### src/hdl/triangle_path_edge_walker_assert.svh
// Assertion macros for the triangle path edge walker.
// Included by the walker module, which carries the concurrent checks; no other dependencies.
`ifndef TRIANGLE_PATH_EDGE_WALKER_ASSERT_SVH
`define TRIANGLE_PATH_EDGE_WALKER_ASSERT_SVH

// Same-cycle implication, disabled in reset.
`define TPEW_ASSERT_NOW(label, clk, rst_n, ante, cons) \
  label: assert property (@(posedge clk) disable iff (!rst_n) (ante) |-> (cons)) \
    else $error("tpew check failed");

// Next-cycle implication, disabled in reset.
`define TPEW_ASSERT_NEXT(label, clk, rst_n, ante, cons) \
  label: assert property (@(posedge clk) disable iff (!rst_n) (ante) |=> (cons)) \
    else $error("tpew check failed");

`endif

### src/hdl/tpew_pkg.sv
// Shared types, codes and geometry constants for the triangle path edge walker.
// No dependencies.
package tpew_pkg;

  localparam int POS_FRAC_BITS = 4;

  localparam int MUL_W    = 33;
  localparam int PROD_W   = 48;
  localparam int COORD_W  = 48;
  localparam int SCALED_W = COORD_W + POS_FRAC_BITS + 1;
  localparam int RND_SHIFT = 33;
  localparam int WIDE_W   = SCALED_W - RND_SHIFT;
  localparam int W_W      = 14;

  localparam logic [1:0] FUNC_TICK  = 2'd0;
  localparam logic [1:0] FUNC_START = 2'd1;
  localparam logic [1:0] FUNC_STOP  = 2'd2;
  localparam logic [1:0] FUNC_QUERY = 2'd3;

  localparam logic [1:0] CMD_NONE = 2'd0;
  localparam logic [1:0] CMD_LEAD = 2'd1;
  localparam logic [1:0] CMD_MOVE = 2'd2;
  localparam logic [1:0] CMD_HOME = 2'd3;

  localparam logic CFG_SPEED = 1'b0;
  localparam logic CFG_HOLD  = 1'b1;

  localparam logic [9:0]  SPEED_RESET = 10'd75;
  localparam logic [15:0] HOLD_RESET  = 16'd200;

  localparam logic [16:0] FRAC_ONE    = 17'h10000;
  localparam logic [31:0] MIN_TICK_MS = 32'd5;
  localparam logic [16:0] COS30_Q16   = 17'd56756;

  // floor(w / 5) == (w * 52429) >> 18 for every w below 2^18
  localparam logic [15:0] DIV5_RECIP = 16'd52429;
  localparam int          DIV5_SHIFT = 18;
  localparam logic [W_W-1:0] SAT_LIMIT = 14'd10240;

  // Rotation offsets in tenths of a mm scaled by 2^32
  localparam logic signed [COORD_W-1:0] RX_BASE = 48'sd3347605094400;
  localparam logic signed [COORD_W-1:0] RY_BASE = -48'sd1932735283200;
  localparam logic [SCALED_W-1:0] RND_HALF = SCALED_W'(64'd21474836480);

  typedef struct packed {
    logic           neg;
    logic           sat;
    logic [W_W-1:0] w;
  } fmt_t;

  function automatic logic [1:0] next_edge(input logic [1:0] e);
    logic [1:0] n;
    unique case (e)
      2'd0:    n = 2'd1;
      2'd1:    n = 2'd2;
      default: n = 2'd0;
    endcase
    return n;
  endfunction

  function automatic logic [19:0] edge_recip(input logic [1:0] e);
    logic [19:0] r;
    unique case (e)
      2'd1:    r = 20'd897121;
      default: r = 20'd897502;
    endcase
    return r;
  endfunction

  function automatic logic signed [15:0] vtx_y(input logic [1:0] e);
    logic signed [15:0] v;
    unique case (e)
      2'd0:    v = -16'sd20;
      2'd1:    v = -16'sd403;
      default: v = 16'sd363;
    endcase
    return v;
  endfunction

  function automatic logic signed [15:0] vtx_z(input logic [1:0] e);
    logic signed [15:0] v;
    unique case (e)
      2'd0:    v = 16'sd1022;
      default: v = 16'sd359;
    endcase
    return v;
  endfunction

  function automatic logic signed [15:0] edge_dy(input logic [1:0] e);
    logic signed [15:0] v;
    unique case (e)
      2'd1:    v = 16'sd766;
      default: v = -16'sd383;
    endcase
    return v;
  endfunction

  function automatic logic signed [15:0] edge_dz(input logic [1:0] e);
    logic signed [15:0] v;
    unique case (e)
      2'd0:    v = -16'sd663;
      2'd1:    v = 16'sd0;
      default: v = 16'sd663;
    endcase
    return v;
  endfunction

endpackage

### src/hdl/tpew_mul.sv
// Shared signed multiplier with a registered product.
// Depends on tpew_pkg for operand and product widths.
module tpew_mul (
  input  logic                                clk_i,
  input  logic signed [tpew_pkg::MUL_W-1:0]   a_i,
  input  logic signed [tpew_pkg::MUL_W-1:0]   b_i,
  output logic signed [tpew_pkg::PROD_W-1:0]  p_o
);

  logic signed [2*tpew_pkg::MUL_W-1:0] full;
  logic signed [tpew_pkg::PROD_W-1:0]  p_q;

  assign full = a_i * b_i;

  // every product used by the sequencer fits the kept width
  always_ff @(posedge clk_i) begin
    p_q <= full[tpew_pkg::PROD_W-1:0];
  end

  assign p_o = p_q;

endmodule

### src/hdl/tpew_fmt.sv
// Output coordinate prescale: magnitude, rounding offset, coarse shift, saturation flag.
// Depends on tpew_pkg for widths and the fmt_t struct.
module tpew_fmt (
  input  logic signed [tpew_pkg::COORD_W-1:0] coord_i,
  output tpew_pkg::fmt_t                      fmt_o
);

  logic [tpew_pkg::COORD_W-1:0]  mag;
  logic [tpew_pkg::SCALED_W-1:0] scaled;
  logic [tpew_pkg::WIDE_W-1:0]   wide;

  always_comb begin
    mag    = coord_i[tpew_pkg::COORD_W-1] ? tpew_pkg::COORD_W'(-coord_i)
                                          : tpew_pkg::COORD_W'(coord_i);
    scaled = (tpew_pkg::SCALED_W'(mag) << tpew_pkg::POS_FRAC_BITS) + tpew_pkg::RND_HALF;
    // divide by 2^33 here, the remaining divide by 5 goes through the multiplier
    wide   = scaled[tpew_pkg::SCALED_W-1:tpew_pkg::RND_SHIFT];
    fmt_o.neg = coord_i[tpew_pkg::COORD_W-1];
    fmt_o.sat = wide >= tpew_pkg::WIDE_W'(tpew_pkg::SAT_LIMIT);
    fmt_o.w   = wide[tpew_pkg::W_W-1:0];
  end

endmodule

### src/hdl/triangle_path_edge_walker.sv
// A moving tick runs DEC, M1-M5, PT0-PT3, F0-F3 and EMIT; start goes from DEC to PT0,
// stop and status query go from DEC to EMIT; ticks that produce no result end at DEC.
// One item at a time: the next is accepted only after the previous returns to idle;
// this is set by the single shared multiplier used for every product in sequence.
// Reset (async, active low) clears all walker state and loads speed 75 mm/s, hold 200 ms.
`include "triangle_path_edge_walker_assert.svh"

module triangle_path_edge_walker (
  input  logic        clk_i,
  input  logic        rst_ni,
  input  logic        in_valid_i,
  output logic        in_stall_o,
  input  logic [1:0]  func_i,
  input  logic [31:0] now_ms_i,
  input  logic        planner_idle_i,
  output logic        out_valid_o,
  input  logic        out_stall_i,
  output logic [1:0]  command_o,
  output logic signed [11:0] pos_x_o,
  output logic signed [11:0] pos_y_o,
  output logic signed [11:0] pos_z_o,
  output logic        running_o,
  input  logic        cfg_valid_i,
  output logic        cfg_ready_o,
  input  logic        cfg_index_i,
  input  logic [15:0] cfg_data_i
);

  localparam logic [3:0] S_IDLE = 4'd0;
  localparam logic [3:0] S_DEC  = 4'd1;
  localparam logic [3:0] S_M1   = 4'd2;
  localparam logic [3:0] S_M2   = 4'd3;
  localparam logic [3:0] S_M3   = 4'd4;
  localparam logic [3:0] S_M4   = 4'd5;
  localparam logic [3:0] S_M5   = 4'd6;
  localparam logic [3:0] S_PT0  = 4'd7;
  localparam logic [3:0] S_PT1  = 4'd8;
  localparam logic [3:0] S_PT2  = 4'd9;
  localparam logic [3:0] S_PT3  = 4'd10;
  localparam logic [3:0] S_F0   = 4'd11;
  localparam logic [3:0] S_F1   = 4'd12;
  localparam logic [3:0] S_F2   = 4'd13;
  localparam logic [3:0] S_F3   = 4'd14;
  localparam logic [3:0] S_EMIT = 4'd15;

  // control and walker state
  logic [3:0]  state_q, state_d;
  logic        active_q, active_d;
  logic        lead_q, lead_d;
  logic        dwell_q, dwell_d;
  logic [1:0]  edge_q, edge_d;
  logic [16:0] frac_q, frac_d;
  logic [31:0] last_q, last_d;
  logic [31:0] dwell_start_q, dwell_start_d;
  logic [9:0]  speed_q;
  logic [15:0] hold_q;
  logic        out_valid_q, out_valid_d;

  // item payload and datapath
  logic [1:0]  func_q;
  logic [31:0] now_q;
  logic        idle_q;
  logic [31:0] dt_q;
  logic [29:0] sr_q;
  logic [63:0] acc_q;
  logic [1:0]  e_q;
  logic [16:0] t_q;
  logic signed [31:0] ym_q, zm_q;
  logic signed [tpew_pkg::COORD_W-1:0] cx_q, cy_q, cz_q;
  tpew_pkg::fmt_t fmtr_q;
  logic [1:0]  res_cmd_q;
  logic signed [11:0] px_q, py_q, pz_q;
  logic [1:0]  out_cmd_q;
  logic signed [11:0] out_x_q, out_y_q, out_z_q;
  logic        out_run_q;

  logic        in_accept;
  logic        out_load;
  logic [31:0] dt;
  logic [31:0] held;
  logic [43:0] step_sum;
  logic [16:0] step_t;
  logic        step_end;
  logic signed [tpew_pkg::MUL_W-1:0]  mul_a, mul_b;
  logic signed [tpew_pkg::PROD_W-1:0] prod;
  logic signed [tpew_pkg::COORD_W-1:0] fmt_in;
  tpew_pkg::fmt_t fmt_out;
  logic [10:0] quot;
  logic signed [11:0] fin;

  tpew_mul u_mul (
    .clk_i (clk_i),
    .a_i   (mul_a),
    .b_i   (mul_b),
    .p_o   (prod)
  );

  tpew_fmt u_fmt (
    .coord_i (fmt_in),
    .fmt_o   (fmt_out)
  );

  assign in_stall_o  = state_q != S_IDLE;
  assign in_accept   = in_valid_i && !in_stall_o;
  assign cfg_ready_o = 1'b1;

  assign dt   = now_q - last_q;
  assign held = now_q - dwell_start_q;

  // fraction update from the accumulated speed * dt * recip
  assign step_sum = 44'(frac_q) + acc_q[63:20];
  assign step_end = |step_sum[43:16];
  assign step_t   = step_end ? tpew_pkg::FRAC_ONE : step_sum[16:0];

  // finish one coordinate: quotient by 5, sign, clamp
  assign quot = prod[tpew_pkg::DIV5_SHIFT+10:tpew_pkg::DIV5_SHIFT];
  always_comb begin
    priority if (fmtr_q.sat) begin
      fin = fmtr_q.neg ? -12'sd2048 : 12'sd2047;
    end else if (fmtr_q.neg) begin
      fin = -$signed({1'b0, quot});
    end else begin
      fin = $signed({1'b0, quot});
    end
  end

  always_comb begin
    state_d       = state_q;
    active_d      = active_q;
    lead_d        = lead_q;
    dwell_d       = dwell_q;
    edge_d        = edge_q;
    frac_d        = frac_q;
    last_d        = last_q;
    dwell_start_d = dwell_start_q;
    out_load      = 1'b0;
    mul_a         = '0;
    mul_b         = '0;
    fmt_in        = cx_q;

    unique case (state_q)
      S_IDLE: begin
        if (in_accept) begin
          state_d = S_DEC;
        end
      end
      S_DEC: begin
        unique case (func_q)
          tpew_pkg::FUNC_START: begin
            active_d = 1'b1;
            edge_d   = 2'd0;
            frac_d   = '0;
            dwell_d  = 1'b0;
            last_d   = now_q;
            lead_d   = 1'b1;
            state_d  = S_PT0;
          end
          tpew_pkg::FUNC_STOP: begin
            active_d = 1'b0;
            state_d  = S_EMIT;
          end
          tpew_pkg::FUNC_QUERY: begin
            state_d = S_EMIT;
          end
          default: begin
            state_d = S_IDLE;
            priority if (!active_q) begin
              state_d = S_IDLE;
            end else if (lead_q) begin
              if (idle_q) begin
                lead_d = 1'b0;
                last_d = now_q;
              end
            end else if (dt >= tpew_pkg::MIN_TICK_MS) begin
              last_d = now_q;
              if (dwell_q) begin
                if (held >= 32'(hold_q)) begin
                  dwell_d = 1'b0;
                  edge_d  = tpew_pkg::next_edge(edge_q);
                  frac_d  = '0;
                end
              end else begin
                state_d = S_M1;
              end
            end else begin
              // drop a tick that comes too soon
              state_d = S_IDLE;
            end
          end
        endcase
      end
      S_M1: begin
        mul_a   = tpew_pkg::MUL_W'(speed_q);
        mul_b   = tpew_pkg::MUL_W'(tpew_pkg::edge_recip(edge_q));
        state_d = S_M2;
      end
      S_M2: begin
        mul_a   = tpew_pkg::MUL_W'(prod[29:0]);
        mul_b   = tpew_pkg::MUL_W'(dt_q[15:0]);
        state_d = S_M3;
      end
      S_M3: begin
        mul_a   = tpew_pkg::MUL_W'(sr_q);
        mul_b   = tpew_pkg::MUL_W'(dt_q[31:16]);
        state_d = S_M4;
      end
      S_M4: begin
        state_d = S_M5;
      end
      S_M5: begin
        frac_d = step_t;
        if (step_end) begin
          dwell_d       = 1'b1;
          dwell_start_d = now_q;
        end
        state_d = S_PT0;
      end
      S_PT0: begin
        mul_a   = tpew_pkg::MUL_W'(tpew_pkg::edge_dy(e_q));
        mul_b   = tpew_pkg::MUL_W'(t_q);
        state_d = S_PT1;
      end
      S_PT1: begin
        mul_a   = tpew_pkg::MUL_W'(tpew_pkg::edge_dz(e_q));
        mul_b   = tpew_pkg::MUL_W'(t_q);
        state_d = S_PT2;
      end
      S_PT2: begin
        mul_a   = tpew_pkg::MUL_W'(ym_q);
        mul_b   = tpew_pkg::MUL_W'(tpew_pkg::COS30_Q16);
        state_d = S_PT3;
      end
      S_PT3: begin
        state_d = S_F0;
      end
      S_F0: begin
        fmt_in  = cx_q;
        mul_a   = tpew_pkg::MUL_W'(fmt_out.w);
        mul_b   = tpew_pkg::MUL_W'(tpew_pkg::DIV5_RECIP);
        state_d = S_F1;
      end
      S_F1: begin
        fmt_in  = cy_q;
        mul_a   = tpew_pkg::MUL_W'(fmt_out.w);
        mul_b   = tpew_pkg::MUL_W'(tpew_pkg::DIV5_RECIP);
        state_d = S_F2;
      end
      S_F2: begin
        fmt_in  = cz_q;
        mul_a   = tpew_pkg::MUL_W'(fmt_out.w);
        mul_b   = tpew_pkg::MUL_W'(tpew_pkg::DIV5_RECIP);
        state_d = S_F3;
      end
      S_F3: begin
        state_d = S_EMIT;
      end
      S_EMIT: begin
        // hold the result until the output register is free
        if (!out_valid_q || !out_stall_i) begin
          out_load = 1'b1;
          state_d  = S_IDLE;
        end
      end
    endcase
  end

  always_comb begin
    out_valid_d = out_valid_q;
    if (out_load) begin
      out_valid_d = 1'b1;
    end else if (out_valid_q && !out_stall_i) begin
      out_valid_d = 1'b0;
    end
  end

  always_ff @(posedge clk_i or negedge rst_ni) begin
    if (!rst_ni) begin
      state_q       <= S_IDLE;
      active_q      <= 1'b0;
      lead_q        <= 1'b0;
      dwell_q       <= 1'b0;
      edge_q        <= 2'd0;
      frac_q        <= '0;
      last_q        <= '0;
      dwell_start_q <= '0;
      speed_q       <= tpew_pkg::SPEED_RESET;
      hold_q        <= tpew_pkg::HOLD_RESET;
      out_valid_q   <= 1'b0;
    end else begin
      state_q       <= state_d;
      active_q      <= active_d;
      lead_q        <= lead_d;
      dwell_q       <= dwell_d;
      edge_q        <= edge_d;
      frac_q        <= frac_d;
      last_q        <= last_d;
      dwell_start_q <= dwell_start_d;
      out_valid_q   <= out_valid_d;
      if (cfg_valid_i && cfg_ready_o) begin
        unique case (cfg_index_i)
          tpew_pkg::CFG_SPEED: speed_q <= cfg_data_i[9:0];
          tpew_pkg::CFG_HOLD:  hold_q  <= cfg_data_i;
        endcase
      end
    end
  end

  always_ff @(posedge clk_i) begin
    unique case (state_q)
      S_IDLE: begin
        if (in_accept) begin
          func_q <= func_i;
          now_q  <= now_ms_i;
          idle_q <= planner_idle_i;
        end
      end
      S_DEC: begin
        dt_q <= dt;
        e_q  <= (func_q == tpew_pkg::FUNC_START) ? 2'd0 : edge_q;
        t_q  <= '0;
        px_q <= '0;
        py_q <= '0;
        pz_q <= '0;
        unique case (func_q)
          tpew_pkg::FUNC_START: res_cmd_q <= tpew_pkg::CMD_LEAD;
          tpew_pkg::FUNC_STOP:  res_cmd_q <= tpew_pkg::CMD_HOME;
          tpew_pkg::FUNC_QUERY: res_cmd_q <= tpew_pkg::CMD_NONE;
          default:              res_cmd_q <= tpew_pkg::CMD_MOVE;
        endcase
      end
      S_M2: sr_q <= prod[29:0];
      S_M3: acc_q <= 64'(prod[45:0]);
      S_M4: acc_q <= acc_q + {prod, 16'b0};
      S_M5: t_q <= step_t;
      S_PT1: ym_q <= (32'(tpew_pkg::vtx_y(e_q)) <<< 16) + prod[31:0];
      S_PT2: zm_q <= (32'(tpew_pkg::vtx_z(e_q)) <<< 16) + prod[31:0];
      S_PT3: begin
        cx_q <= tpew_pkg::RX_BASE + (tpew_pkg::COORD_W'(ym_q) <<< 15);
        cy_q <= tpew_pkg::RY_BASE + prod;
        cz_q <= tpew_pkg::COORD_W'(zm_q) <<< 16;
      end
      S_F0: fmtr_q <= fmt_out;
      S_F1: begin
        fmtr_q <= fmt_out;
        px_q   <= fin;
      end
      S_F2: begin
        fmtr_q <= fmt_out;
        py_q   <= fin;
      end
      S_F3: pz_q <= fin;
      default: begin
      end
    endcase
    if (out_load) begin
      out_cmd_q <= res_cmd_q;
      out_x_q   <= px_q;
      out_y_q   <= py_q;
      out_z_q   <= pz_q;
      out_run_q <= active_q;
    end
  end

  assign out_valid_o = out_valid_q;
  assign command_o   = out_cmd_q;
  assign pos_x_o     = out_x_q;
  assign pos_y_o     = out_y_q;
  assign pos_z_o     = out_z_q;
  assign running_o   = out_run_q;

  `TPEW_ASSERT_NOW(a_dwell_at_end, clk_i, rst_ni, dwell_q, frac_q == tpew_pkg::FRAC_ONE)
  `TPEW_ASSERT_NOW(a_lead_not_dwelling, clk_i, rst_ni, lead_q, !dwell_q)
  `TPEW_ASSERT_NEXT(a_accept_starts_work, clk_i, rst_ni, in_accept, state_q == S_DEC)
  `TPEW_ASSERT_NOW(a_home_not_running, clk_i, rst_ni,
    (state_q == S_EMIT) && (res_cmd_q == tpew_pkg::CMD_HOME), !active_q)

endmodule
### config.mk
export PLATFORM = sky130hd
export DESIGN_NAME = triangle_path_edge_walker
export DESIGN_NICKNAME = d
export VERILOG_FILES = /design/src/hdl/tpew_pkg.sv /design/src/hdl/tpew_mul.sv /design/src/hdl/tpew_fmt.sv /design/src/hdl/triangle_path_edge_walker.sv
export VERILOG_INCLUDE_DIRS = /design/src /design/src/hdl
export SDC_FILE = /design/constraint.sdc
export NUM_CORES = 2
export LEC_CHECK = 0
export ABC_AREA = 1
export BUFFER_PORTS_ARGS = -buffer_cell sky130_fd_sc_hd__buf_2
export CAP_MARGIN = 20
export CORE_ASPECT_RATIO = 0.8
export CORE_MARGIN = 2
export CORE_UTILIZATION = 60
export CTS_BUF_LIST = sky130_fd_sc_hd__clkbuf_8
export DETAILED_ROUTE_END_ITERATION = 16
export PLACE_DENSITY = 0.76
export SLEW_MARGIN = 20
export SYNTH_ARGS = -nofsm -noshare
export SYNTH_HDL_FRONTEND = slang
export SYNTH_SLANG_ARGS = --single-unit
export TNS_END_PERCENT = 1
### constraint.sdc
create_clock -name clk_i -period 8.58 [get_ports clk_i]
set_input_delay 1.716 -clock clk_i [delete_from_list [all_inputs] [get_ports clk_i]]
set_output_delay 1.716 -clock clk_i [all_outputs]
set_load 0.05 [all_outputs]
-- Word-level counts from Yosys, hierarchy flattened
Index checks and enable logic that the tools add are counted.
W data, S select, Z words.
- equal/unequal tests: 31
- multiplexer cells: 65
- $mul: 1
- add/sub/neg operators: 11
- bitwise operators: 2
- reductions and logical operators: 37
- order comparisons: 3
- operators with widths (kind ; number):
    $pmux W33 S7 ; 1
    $mux W32 ; 4
    $pmux W64 S2 ; 1
    $pmux W20 S6 ; 1
    $mux W17 ; 6
    $pmux W17 S2 ; 3
    $pmux W48 S2 ; 1
    $pmux W12 S2 ; 3
    $add A32 B32 Y32 ; 2
    $add A64 B64 Y64 ; 1
    $pmux W16 S2 ; 2
    $pmux W32 S2 ; 1
    $pmux W4 S16 ; 1
    $sub A32 B32 Y32 ; 2
    $add A52 B35 Y53 const B ; 1
    $add A42 B48 Y48 const A ; 1
    $add A43 B47 Y48 const A ; 1
    $mul A33 B21 Y48 ; 1
    $mux W16 ; 3
    $mux W48 ; 1
    $neg A48 Y48 ; 1
    $add A17 B44 Y44 ; 1
    $mux W12 ; 3
    $eq A4 B4 Y1 const B ; 8
    other kinds (39) ; 100
- word-level logic and storage cells: 186
- output and inout bits: 42
- bits in registers: 616

-- Longest topological paths before layout
- word-level depth: 9
- depth in mapped cells: 51

-- By module
A second synthesis with hierarchy kept.
- cells, all modules: 8635
- area, all modules: 67484.7 µm²
- modules (own cells, without submodules) (module ; cells an instance ; instances ; seq. area each (µm²) ; area an instance (µm²)):
    tpew_mul ; 4212 ; 1 ; 960.9 ; 32845.3
    triangle_path_edge_walker ; 4024 ; 1 ; 15548.7 ; 32776.4
    tpew_fmt ; 399 ; 1 ; 0.0 ; 1863.0

-- Worst setup path before layout
Ideal clock, no wire load.
- path type: register -> register
- start: register state_q[3]
- end: register u_mul.p_q, in the netlist u_mul.p_o[26]
- stages on the path, launching flop included: 38
- setup slack: -0.701 ns
- arrival time: 9.160 ns
- setup time: 0.121 ns
- buffers on the path: 3
- path through: dfrtp_1 > inv_1 > nor2_1 > inv_1 > nor2_1 > inv_1 > nand2_1 > buf_2 > a22oi_1 > nand4_1 > buf_2 > buf_1 > nand2_1 > fa_1 > inv_1 > fa_1 > inv_1 > fa_1 > [2 not listed] > inv_1 > fa_1 > inv_1 > fa_1 > inv_1 > fa_1 > inv_1 > ha_1 > a21oi_1 > inv_1 > a31oi_1 > a21boi_0 > o21ai_0 > a21oi_1 > o21ai_0 > nand2_1 > nand2_1 > xor2_1
- longest elaborated chain between the ends: 7
- elaborated cells on any way between the ends: 18
- classes of those cells: 2 x add/sub; 1 x mul; 9 x eq/ne; 4 x mux; 2 x reduce/logical
- ends and longest elaborated chain (item ; RTL line ; RTL):
    from (decl) ; triangle_path_edge_walker.sv:47 ; logic [3:0] state_q, state_d;
    from (signal assigned) ; triangle_path_edge_walker.sv:290 ; state_q <= state_d;
    $eq A4 B4 Y1 ; triangle_path_edge_walker.sv:141 ; unique case (state_q)
    $pmux W48 S2 ; triangle_path_edge_walker.sv:141 ;
    $neg A48 Y48 ; tpew_fmt.sv:13 ; mag = coord_i[tpew_pkg::COORD_W-1] ? tpew_pkg::COORD_W'(-coord_i)
    $mux W48 ; tpew_fmt.sv:13 ;
    $add A52 B35 Y53 ; tpew_fmt.sv:15 ; scaled = (tpew_pkg::SCALED_W'(mag) << tpew_pkg::POS_FRAC_BITS) + tpew_pkg::RND_HALF;
    $pmux W33 S7 ; triangle_path_edge_walker.sv:141 ;
    $mul A33 B21 Y48 (*) ; tpew_mul.sv:13 ; assign full = a_i * b_i;
    via u_mul.full (one bit) ; tpew_mul.sv:10 ; logic signed [2*tpew_pkg::MUL_W-1:0] full;
    to (signal assigned) ; tpew_mul.sv:17 ; p_q <= full[tpew_pkg::PROD_W-1:0];
    to (decl) ; tpew_mul.sv:11 ; logic signed [tpew_pkg::PROD_W-1:0] p_q;
Mark *: on every way through the listed nets, which the timed path passes. The rest lies on a longest branch.
A chain may end at the register's enable or synchronous reset.

-- Worst setup path after layout
- start: register state_q[1]
- end: register u_mul.p_q, in the netlist u_mul.p_o[45]
The elaborated chain is that of the path after synthesis.

==> metrics.txt <==
outcome complete, but fails checks; failing checks setup timing; most common cell after layout, fill and taps aside nand2_1; Adder-Cell Fraction of Synth Area 0.276; initial antenna violation count 5; Synth Area in XOR/XNOR 0.0307; async set-reset flop share out of synthesis 0.200; mapped cell area about 56000 sq um; Ys Warns 0; P&R area growth vs syn 17.3%; cts hold-fix bufs 0; #FFs+latches synth approximately 600; most used cell, CP fa_1; number of global-route vias before repair between 40000 and 50000; hpwl dp between 100000 and 150000 um; Critical Path AT ~9.4 ns; core area a little over 90000 sq um; DRT iter0 DRCs roughly 5100; area leader, netlist edfxtp_1; final hold vios 0; CTS HTree Levels 3; clock latency on the worst-skew pair 0.82 ns; Detailed Route WL between 150000 and 200000 um; Primary FF master, synth edfxtp_1; Slew HR 0.246; CTS tree built; width of the die between 300 and 400 um; Slew @ Worst Pin between 1 and 1.5 ns; Critical-path top delay cell fa_1; PortBufs slightly below 100; largest buffer count on any clock path 3; Slew Limit Fails 0; die area between 90000 and 100000 sq um; post-synthesis sequential area ratio 0.297; WL/cell between 20 and 25 um; Final setup violation count 8; grt total ovfl 0; layout cells sized above 1 0.154; top post-synthesis cells by area edfxtp_1 (23%), fa_1 (20%), nand2_1 (11%), inv_1 (10%), ha_1 (7.2%); cells after synthesis around 6900; largest family of logic cells by synthesized area adder cells; crit path kind reg -> reg; post-route minimum period 8.65 ns; Avg Vias per Cell ~5.6; largest net degree at the start of global routing 74; CP startpoint kind flip-flop; post-synthesis mux area share 0; setup tns final -0.320 ns; Hold Crit Class reg -> reg; most frequent cells in the layout nand2_1 (1507), inv_1 (1495), nor2_1 (607), fa_1 (555), buf_4 (484); top fanout value on the critical path 14; RSZ-0062 raised after global routing yes; period utilisation layout 1.01; Worst R2R Setup Slack -0.07 ns; Global Route Usage Sum 0.391; CTS Buf Count 96; clock sinks slightly below 600; Reg clk slew, reported paths 0.06 ns; Nets roughly 8400; Antenna Nets Post-Route 0; std cell rows 99; Largest stage delay, worst path a little under 0.6 ns; I/O pin cnt about 100; Compound-Gate Fraction of Synth Area 0.0777; router iterations before antenna repair 8; fin worst setup slack -0.0668 ns; first-pass GRT wire length between 200000 and 300000 um; Initial Util 0.608; Synth Area in Simple Gates 0.205; Die Span Y around 280 um; Worst EP required between 9 and 10 ns; Residual DRC 0; fmax approximately 0.12 GHz; clk root buf clkbuf_8; post-synth top area share 0.227; GP Congestion 1.00; crit-path leading delay family adder cells; Max Clock Skew roughly 0.081 ns; total of max-cap violations 0; synth unique cells between 60 and 70; crit path buf inv count 14; Vias just under 50000; Critical Path Sink Type flip-flop; EDFF count, synth 420; Mean Syn Cell Area 8.12 sq um
[layer usage]
| layer | track usage | routed length (um) | vias up |
|---|---|---|---|
| li1 | - | - | 22551 |
| met1 | 0.535 | 73300 | 23519 |
| met2 | 0.589 | 80100 | 2326 |
| met3 | 0.0865 | 19800 | 483 |
| met4 | 0.190 | 10600 | 4 |
| met5 | 0 | 24 | - |
[cell type report]
cell class | count | area (sq um)
Antenna cell | 4 | 10.0
Clock inverter | 78 | 707
Sequential cell | 585 | 16500
Timing Repair Buffer | 643 | 5100
Tap cell | 1212 | 1520
Multi-Input combinational cell | 4642 | 34300
Fill cell | 7387 | 26200
Clock buffer | 100 | 1380
Inverter | 1521 | 5740
[synth_stat cells, drive strengths merged, types with 5 or more instances]
library cell / instances
or2: 14
ha: 320
o31ai: 6
a21oi: 317
o22ai: 8
a2111oi: 10
xor2: 116
nor4: 20
nand3b: 18
buf: 47
a22o: 12
dfxtp: 48
o21ai: 320
nand3: 268
dfstp: 7
fa: 567
inv: 1518
xnor2: 79
a21boi: 8
a21o: 7
edfxtp: 420
nor2: 681
o221ai: 8
nand2: 1592
a31oi: 25
a211oi: 5
dfrtp: 110
o211ai: 11
nand4: 69
a221oi: 7
nor3: 65
o21bai: 20
o21a: 8
and2: 6
clkbuf: 94
[final timing paths]
path                       cells past startpoint             to       start
max in group asynchronous                      2     hold_q[14]      rst_ni
hold reg to reg                                0     pos_y_o[9]     py_q[9]
setup reg to reg                              42  u_mul.p_o[45]  state_q[1]
hold / removal                                 0     pos_y_o[9]     py_q[9]
setup / recovery                              42  u_mul.p_o[45]  state_q[1]
min in group asynchronous                      1    out_valid_o      rst_ni
[sequential cells by signal, indices dropped and copies added, names as in the netlist, 16 cells and up]
signal and flops:
dt_q 32, now_q 32, hold_q 16, last_q 32, u_mul.p_o 48, zm_q 32, frac_q 17, t_q 17
dwell_start_q 32, ym_q 32, cy_q 48, acc_q 48, cz_q 32, cx_q 33, sr_q 30
[worst register-to-register path, delay by kind of cell (launching register included)]
kind,cells,cell delay (ns)
AO/OA/AOI/OAI,7,1.27
AND/OR/NAND/NOR,12,1.38
flip-flops,1,0.46
buffers and inverters,14,1.45
XOR/XNOR,1,0.15
adder cells (fa/ha/maj),8,3.86
[cells by family after synthesis]
kind of cell / after synthesis
compound gates: 782
fa+ha+maj: 887
xor+xnor: 195
other cells: 2
simple gates: 2739
buf+inv: 1662
flops: 585
[metrics by stage]
stage / std cells / util / hold slack (ns) / worst slack, ns / instance area [sq um]
finish: 8785 / 0.713 / 0.417 / -0.0668 / 65300
global route: 8781 / 0.713 / 0.421 / -0.379 / 65300
CTS: 8743 / 0.702 / 0.418 / -0.0227 / 64300
detailed placement: 8528 / 0.667 / 0.405 / -0.638 / 61100
global placement: 8527 / 0.667 / 0.400 / -0.553 / 61100
floorplan: 6888 / - / 0.400 / 0.266 / 55800
[timing repair]
action / CTS / global route
setup endpoints to repair: 30 / 32
gates resized for setup: 201 / 177
pin swaps: 141 / 134
setup buffers: 37 / 38
cloned: 1 / 0
Power is left out: the tool's default activity adds up to more than one toggle a clock period on the data nets, which glitch-free logic cannot reach.
